**src/design/sbs_pkg.sv**
```systemverilog
// shared types, codes and helpers for the surface block shader
// no dependencies; used by sbs_light and surface_block_shader_core
`default_nettype none

package sbs_pkg;

  // defaults for the top-level parameters
  localparam int SHADE_ROWS_DEF     = 64;
  localparam int MAX_BLOCK_SIDE_DEF = 16;

  // fixed field widths
  localparam int LIGHT_W  = 14;
  localparam int TEXEL_W  = 8;
  localparam int TIDX_W   = 14;
  localparam int TVAL_W   = 8;
  localparam int FUNC_W   = 2;
  localparam int MIP_W    = 2;
  localparam int FIX_W    = 16;
  localparam int COUNT_W  = 4;
  localparam int SHIFT_W  = 3;
  localparam int PIXEL_W  = 8;

  // input tdata layout, lowest bit first
  localparam int TL_LSB   = 0;
  localparam int TR_LSB   = TL_LSB + LIGHT_W;
  localparam int BL_LSB   = TR_LSB + LIGHT_W;
  localparam int BR_LSB   = BL_LSB + LIGHT_W;
  localparam int TEX_LSB  = BR_LSB + LIGHT_W;
  localparam int TIDX_LSB = TEX_LSB + TEXEL_W;
  localparam int TVAL_LSB = TIDX_LSB + TIDX_W;
  localparam int IN_BITS  = TVAL_LSB + TVAL_W;
  localparam int IN_DATA_W = ((IN_BITS + 7) / 8) * 8;

  // item kinds carried on in_tuser; code 3 is dropped
  typedef enum logic [FUNC_W-1:0] {
    FUNC_LOAD  = 2'd0,
    FUNC_TEXEL = 2'd1,
    FUNC_WRITE = 2'd2
  } func_t;

  // per-pixel position flags
  typedef struct packed {
    logic row_end;
    logic block_end;
  } sbs_flags_t;

  // arithmetic shift right of a 16-bit two's complement value
  function automatic logic [FIX_W-1:0] asr16(input logic [FIX_W-1:0] v,
                                              input logic [SHIFT_W-1:0] sh);
    logic signed [FIX_W-1:0] s;
    s = $signed(v);
    return FIX_W'(s >>> sh);
  endfunction

endpackage

`default_nettype wire

```
**src/design/sbs_light.sv**
```systemverilog
// light interpolation state: edge lights, run light, row and column counts
// depends on sbs_pkg
`default_nettype none

module sbs_light #(
  parameter int SHADE_ROWS     = sbs_pkg::SHADE_ROWS_DEF,
  parameter int MAX_BLOCK_SIDE = sbs_pkg::MAX_BLOCK_SIDE_DEF
) (
  input  wire logic                             clk,
  input  wire logic                             rst_n,
  input  wire logic [sbs_pkg::MIP_W-1:0]        mip_level,
  input  wire logic                             load,
  input  wire logic                             shade,
  input  wire logic [sbs_pkg::LIGHT_W-1:0]      light_top_left,
  input  wire logic [sbs_pkg::LIGHT_W-1:0]      light_top_right,
  input  wire logic [sbs_pkg::LIGHT_W-1:0]      light_bottom_left,
  input  wire logic [sbs_pkg::LIGHT_W-1:0]      light_bottom_right,
  output logic      [$clog2(SHADE_ROWS)-1:0]    shade_row,
  output sbs_pkg::sbs_flags_t                   flags
);

  localparam int ROW_W = $clog2(SHADE_ROWS);
  localparam int FW    = sbs_pkg::FIX_W;
  localparam int CW    = sbs_pkg::COUNT_W;
  localparam int SW    = sbs_pkg::SHIFT_W;
  localparam logic [SW-1:0] MAX_LOG = SW'($clog2(MAX_BLOCK_SIDE + 1) - 1);
  localparam logic [8:0]    ROWS9   = 9'(SHADE_ROWS);

  logic [FW-1:0] edge_left_r, edge_left_nxt;
  logic [FW-1:0] edge_right_r, edge_right_nxt;
  logic [FW-1:0] left_step_r, left_step_nxt;
  logic [FW-1:0] right_step_r, right_step_nxt;
  logic [FW-1:0] run_light_r, run_light_nxt;
  logic [FW-1:0] run_step_r, run_step_nxt;
  logic [CW-1:0] col_r, col_nxt;
  logic [CW-1:0] row_r, row_nxt;

  logic [4:0]    side;
  logic [CW-1:0] side_m1;
  logic [SW-1:0] shift;
  logic [8:0]    row_red;

  // block side and division shift for the current mip level
  always_comb begin
    side    = 5'(MAX_BLOCK_SIDE) >> mip_level;
    side_m1 = (side == 5'd0) ? '0 : CW'(side - 5'd1);
    shift   = ({1'b0, mip_level} > MAX_LOG) ? '0 : MAX_LOG - {1'b0, mip_level};
  end

  // light bits 15..8 folded into the table rows
  always_comb begin
    row_red = {1'b0, run_light_r[15:8]};
    for (int i = 0; i < 8; i++) begin
      if (row_red >= ROWS9) begin
        row_red = row_red - ROWS9;
      end
    end
    shade_row = row_red[ROW_W-1:0];
  end

  assign flags.row_end   = (col_r == '0);
  assign flags.block_end = (col_r == '0) && (row_r >= side_m1);

  always_comb begin
    edge_left_nxt  = edge_left_r;
    edge_right_nxt = edge_right_r;
    left_step_nxt  = left_step_r;
    right_step_nxt = right_step_r;
    run_light_nxt  = run_light_r;
    run_step_nxt   = run_step_r;
    col_nxt        = col_r;
    row_nxt        = row_r;
    if (load) begin
      edge_left_nxt  = FW'(light_top_left);
      edge_right_nxt = FW'(light_top_right);
      left_step_nxt  = sbs_pkg::asr16(FW'(light_bottom_left) - FW'(light_top_left), shift);
      right_step_nxt = sbs_pkg::asr16(FW'(light_bottom_right) - FW'(light_top_right), shift);
      row_nxt        = '0;
      run_light_nxt  = FW'(light_top_right);
      run_step_nxt   = sbs_pkg::asr16(FW'(light_top_left) - FW'(light_top_right), shift);
      col_nxt        = side_m1;
    end else if (shade) begin
      if (col_r == '0) begin
        // row done: step edges, open the next row
        edge_left_nxt  = edge_left_r + left_step_r;
        edge_right_nxt = edge_right_r + right_step_r;
        row_nxt        = flags.block_end ? '0 : row_r + CW'(1);
        run_light_nxt  = edge_right_nxt;
        run_step_nxt   = sbs_pkg::asr16(edge_left_nxt - edge_right_nxt, shift);
        col_nxt        = side_m1;
      end else begin
        run_light_nxt  = run_light_r + run_step_r;
        col_nxt        = col_r - CW'(1);
      end
    end
  end

  always_ff @(posedge clk) begin
    if (!rst_n) begin
      edge_left_r  <= '0;
      edge_right_r <= '0;
      left_step_r  <= '0;
      right_step_r <= '0;
      run_light_r  <= '0;
      run_step_r   <= '0;
      col_r        <= '0;
      row_r        <= '0;
    end else begin
      edge_left_r  <= edge_left_nxt;
      edge_right_r <= edge_right_nxt;
      left_step_r  <= left_step_nxt;
      right_step_r <= right_step_nxt;
      run_light_r  <= run_light_nxt;
      run_step_r   <= run_step_nxt;
      col_r        <= col_nxt;
      row_r        <= row_nxt;
    end
  end

endmodule

`default_nettype wire

```
**config.mk**
```make
export PLATFORM = sky130hd
export DESIGN_NAME = sbs_light
export DESIGN_NICKNAME = d
export VERILOG_FILES = /design/src/design/sbs_pkg.sv /design/src/design/sbs_light.sv
export SDC_FILE = /design/constraint.sdc
export NUM_CORES = 1
export LEC_CHECK = 0
export ABC_AREA = 1
export BUFFER_PORTS_ARGS = -buffer_cell sky130_fd_sc_hd__buf_2
export CAP_MARGIN = 0
export CORE_UTILIZATION = 40
export DETAILED_ROUTE_END_ITERATION = 6
export PLACE_DENSITY = 0.55
export SYNTH_ARGS = -nofsm -noshare
export SYNTH_HDL_FRONTEND = slang
export SYNTH_SLANG_ARGS = --single-unit
```
**constraint.sdc**
```tcl
create_clock -name clk -period 6.3 [get_ports clk]
set_clock_uncertainty 0.1 [all_clocks]
set_input_delay 0.315 -clock clk [delete_from_list [all_inputs] [get_ports clk]]
set_output_delay 0.315 -clock clk [all_outputs]
set_load 0.1 [all_outputs]
```
# Word level (Yosys, flattened, before mapping)
# Index checks and enable logic that the tools add are counted.
# word_totals
output_inout_bits	8
elab_cells	80
inputBits	62
register_bits	104
# classes
n_addsub	19
n_shift	5
n_lt_le_gt_ge	10
bitwise_logic	1
n_reduce_logical	8
n_mux	26
# ops
cell	n
two-way mux 14 bit	8
two-way mux 16 bit	4
greater-or-equal comparator 9 x 7 -> 1 bit (second input constant)	7
two-way mux 9 bit	7
subtractor 9 x 7 -> 9 bit (second input constant)	6
adder 16 bit	3
>>> shifter 15 x 3 -> 16 bit	3
subtractor 14 x 14 -> 15 bit	3
two-way mux 4 bit	5
>>> shifter 16 x 3 -> 16 bit	1
subtractor 16 bit	1
subtractor 8 x 7 -> 9 bit (second input constant)	1
greater-or-equal comparator 8 x 7 -> 1 bit (second input constant)	1
subtractor 4 x 1 -> 4 bit (second input constant)	2
two-way mux 6 bit	1
subtractor 6 x 1 -> 6 bit (second input constant)	1
logical NOT 5 bit	1
right shift 5 x 2 -> 5 bit (first input constant)	1
adder 4 x 1 -> 4 bit (second input constant)	1
greater-or-equal comparator 4 bit	1
logical NOT 4 bit	1
AND reduction 2 bit	2
nonzero test 2 bit	2
> comparator 2 x 3 -> 1 bit (second input constant)	1
5 further kinds	5

# Longest topological paths before layout
# logic_depth
depth_word	16
ltp_mapped	26
mapped_depth_nobuf	26

# Least setup slack after synthesis
# No wires, ideal clock.
# synth_path
kind	register to register
startpoint	reg edge_left_r[0]
endpoint	reg run_step_r[10]
slack_ps	2763
stages_incl_launch_ff	27
arrival_time_ps	3315
setup_time_ps	122
n_path_buf	0
period_less_slack_ps	3537
cell_sequence	dfxtp_1 ha_1 fa_1 nand2_1 nand2_1 nand3_1 nand2_1 a21oi_1 o21bai_1 a21oi_1 o21ai_0 nand2_1 nand2_1 a21oi_1 xnor2_1 ha_1 inv_1 nor3_1 nand3_1 nand3_1 nand2_1 nand3_2 nand2_2 a21oi_2 nand2_1 nor2_1 nor3_2
# synth_via
elab_chain_len	6
# synth_rtl
element	line	source
from (decl)	sbs_light.sv:29	logic [FW-1:0] edge_left_r, edge_left_nxt;
from (signal assigned)	sbs_light.sv:109	edge_left_r <= edge_left_nxt;
adder 16 bit	sbs_light.sv:85	edge_left_nxt = edge_left_r + left_step_r;
subtractor 16 bit	sbs_light.sv:89	run_step_nxt = sbs_pkg::asr16(edge_left_nxt - edge_right_nxt, shift);
>>> shifter 16 x 3 -> 16 bit	sbs_pkg.sv:52	return FIX_W'(s >>> sh);
two-way mux 16 bit	sbs_light.sv:83	if (col_r == '0) begin
two-way mux 16 bit	sbs_light.sv:82	end else if (shade) begin
two-way mux 16 bit	sbs_light.sv:73	if (load) begin
to (signal assigned)	sbs_light.sv:114	run_step_r <= run_step_nxt;
to (decl)	sbs_light.sv:34	logic [FW-1:0] run_step_r, run_step_nxt;
# Every way passes these cells. The select of a mux whose other input is x is not followed.
# A chain may end at the register's enable or synchronous reset.

# Worst setup path in the final report
# layout_path
startpoint	reg edge_left_r[0]
endpoint	reg run_step_r[8]
# Same word-level chain as after synthesis.

==> impl_metrics.py <==
metrics = {
    "logic_synthesis": {
        "synthesis.instances": 1579,
        "async_flop_share_pct": 0,
        "ys_types": 48,
        "syn_area_um2": 10000,
        "ys.flop_type": "dfxtp_1",
        "synthTopCellsByArea": "dfxtp_1, nand2_1, ha_1",
        "synth-seq-cells": 98,
        "avgSynthCellArea_um2": 6.34,
        "synth_top_area_share_pct": 19.6,
        "synth-edff-count": 0,
        "synth_nets": 1755,
        "synth_top_cell_by_area": "dfxtp_1",
        "yosysWarnings": 0,
        "synth_seq_area_share_pct": 19.6,
    },
    "finish": {
        "synthToLayoutAreaGrowth_pct": 9.20,
        "nFillCells": 2717,
        "nNetsFinal": 1792,
        "multi_input_area_um2": 7090,
        "diodes": 0,
        "layout_commonest_cell": "nand2_1",
        "register_area_um2": 1960,
        "drive_gt1_share_pct": 9.50,
        "design_area_um2": 10900,
        "layout_common_cells": "nand2_1, inv_1, a21oi_1",
    },
    "cts": {
        "worstSkewPairLatency_ns": 0.36,
        "cts_tree": "yes",
        "cts_max_level": 3,
        "cts-root-buf": "clkbuf_16",
        "clock_path_buffers": 2,
        "cts_resized": 0,
        "cts_sinks": 98,
        "clkTransAtPathRegs_ns": 0.08,
        "cts_hold_buf": 0,
        "cts_buffers": 9,
        "postCtsSetupRepairBufs": 0,
    },
    "drt": {
        "via_per_inst": 5.35,
        "num_vias": 10400,
        "detail_route.wl_per_cell_um": 17.5,
        "wirelength_mm": 34.1,
        "antenna_left": 0,
        "drtIter0Drc": 733,
        "drt_first_pass_iters": 6,
        "drc": 0,
    },
    "floorplanning": {
        "start_util_pct": 41.0,
        "row_count": 57,
        "die_h_um": 160,
        "num_io_pins": 70,
        "core_um2": 24400,
        "dieArea_um2": 25600,
        "die_w_um": 160,
    },
    "placed_design": {
        "hpwl_mm": 26.8,
        "place_area_um2": 10600,
        "portBuffers": 69,
        "globalplace.congestion": 0.856,
    },
    "setup_path": {
        "worst_path_largest_cell_delay_ns": 0.41,
        "slowest_stage": "fa_1",
        "worst_setup_path_start_kind": "flip-flop",
        "critPathRequiredTime_ns": 6.42,
        "arrival_ns": 4.26,
        "crit_path_frequent_cell": "nand2_1",
        "cp_max_fo": 3,
        "critPathKind": "flip-flop to flip-flop",
        "crit_path_end_kind": "flip-flop",
    },
    "min_path": {
        "hold_class": "primary input to flip-flop",
    },
    "power_and_ir_drop": {
        "power.density_nw_per_um2": 248,
        "p_sw_w": 0.00127,
        "share_seq_of_total_power_pct": 27.1,
        "swShare_pct": 46.9,
        "clkPwrFrac_pct": 21.3,
        "leakage_nw": 5.52,
        "vdd_drop_max_mv": 0.130,
        "combPwrFrac_pct": 51.7,
        "internal-power_w": 0.00144,
    },
    "timing": {
        "rsz0062_at_grt": "false",
        "slew_headroom_pct": 39.5,
        "worstMarginPinSlew_ns": 0.907,
        "drv_slew": 0,
        "maxClockFrequency_mhz": 242,
        "layout_min_cycle_time_ns": 4.14,
        "setup_viol": 0,
        "min_period_over_period_pct": 65.7,
        "tns_ns": 0,
        "hold_viol_final": 0,
    },
    "grt": {
        "overflow": 0,
        "grt_max_degree": 49,
        "antenna_found_initial": 0,
        "track_usage_pct": 26.7,
        "grt_first_pass_wirelength_mm": 52.9,
        "first_global_vias": 9589,
    },
    "job": {
        "maxCapViolations": 0,
    },
    "outcome": {
        "status": "finished clean",
    },
}
[stage by stage]
stage	util (%)	hold slack, ns	power (W)	cells	worst slack, ns
3_5_place_dp	43.6	0.353	0.00212	1929	2.24
6_report	44.8	0.135	0.00271	1945	2.16
3_3_place_gp	43.6	0.346	0.00212	1929	2.26
5_1_grt	44.8	0.149	0.00293	1945	1.69
4_1_cts	44.8	0.127	0.00271	1945	2.20
2_1_floorplan	-	0.330	0.00177	1579	2.76
[flip-flops by register name (all words and copies together) (netlist names)]
signal and count:
run_light_r 14, edge_right_r 16, left_step_r 15, row_r 4
right_step_r 15, col_r 4, edge_left_r 16, run_step_r 14
[layout make-up]
| type | instances | area share [%] |
|---|---|---|
| multi-input cells | 1238 | 64.9 |
| clock buffers | 10 | 2.19 |
| well taps | 324 | 3.71 |
| inverters | 182 | 6.25 |
| flip-flops and latches | 98 | 18.0 |
| repair buffers | 87 | 4.40 |
| clock inverters | 6 | 0.561 |
[power by group through the flow]
stage,logic [W],registers [W],clock network [W]
after floorplan,0.00105,0.000728,0
after global placement,0.00137,0.000747,0
after detailed placement,0.00138,0.000747,0
after CTS,0.00139,0.000734,0.000588
after global routing,0.00158,0.000740,0.000614
final,0.00140,0.000734,0.000578
[cell usage after synthesis, types with 2 or more instances]
cell / count
a31oi_1: 34
buf_4: 8
xnor2_1: 21
nor2_2: 4
clkinv_1: 4
a21boi_0: 4
o21bai_1: 10
a32o_1: 4
nor2_1: 63
o21ai_1: 21
nand2_2: 21
clkbuf_1: 41
dfxtp_1: 98
a21oi_2: 5
nand2_1: 438
or2_1: 4
a21boi_1: 3
o21ai_2: 3
xor2_1: 34
o211ai_1: 18
a22oi_1: 2
mux2i_1: 2
nand4_1: 7
o221ai_1: 12
nand3_2: 8
nor3_1: 9
o22ai_1: 3
buf_2: 9
nand3b_1: 3
nand3_1: 125
buf_1: 3
inv_1: 178
a211oi_1: 5
o2111ai_1: 2
fa_1: 7
o21ai_0: 112
a21o_1: 4
or2_2: 4
a21oi_1: 130
o21a_1: 2
ha_1: 107
[kinds of logic after synthesis]
family	share of synthesized area, %
xor+xnor	4.81
fa+ha+maj	14.8
simple gates	29.2
flops	19.6
mux	0.200
other cells	0.0375
compound gates	21.8
buf+inv	9.53
[per-layer routing]
layer	global-route usage, %	vias to the layer above	wire length (um)	share of wire, %
met5	0	-	0	0
met4	5.37	0	486	1.4
met3	5.09	30	1860	5.5
met2	42.7	257	15000	44
met1	37.0	4750	16800	49
li1	-	5368	-	-
[final timing paths]
| kind | slack [ns] | end | start | cells past startpoint |
|---|---|---|---|---|
| worst max-delay path | 2.16 | run_step_r[8] | edge_left_r[0] | 26 |
| worst min-delay path | 0.14 | run_light_r[9] | light_top_right[9] | 3 |
| worst min register to register | 0.36 | right_step_r[2] | right_step_r[2] | 2 |
| worst max register to register | 2.16 | run_step_r[8] | edge_left_r[0] | 26 |
[worst max-delay path, delay by kind of cell, from the launching register on]
family | cells | cell delay (ns)
AO/OA/AOI/OAI | 7 | 0.91
AND/OR/NAND/NOR | 14 | 1.58
XOR/XNOR | 1 | 0.12
flip-flops | 1 | 0.32
buffers and inverters | 1 | 0.06
adder cells (fa/ha/maj) | 3 | 0.95
No activity file was read; power rests on OpenSTA's default activity.
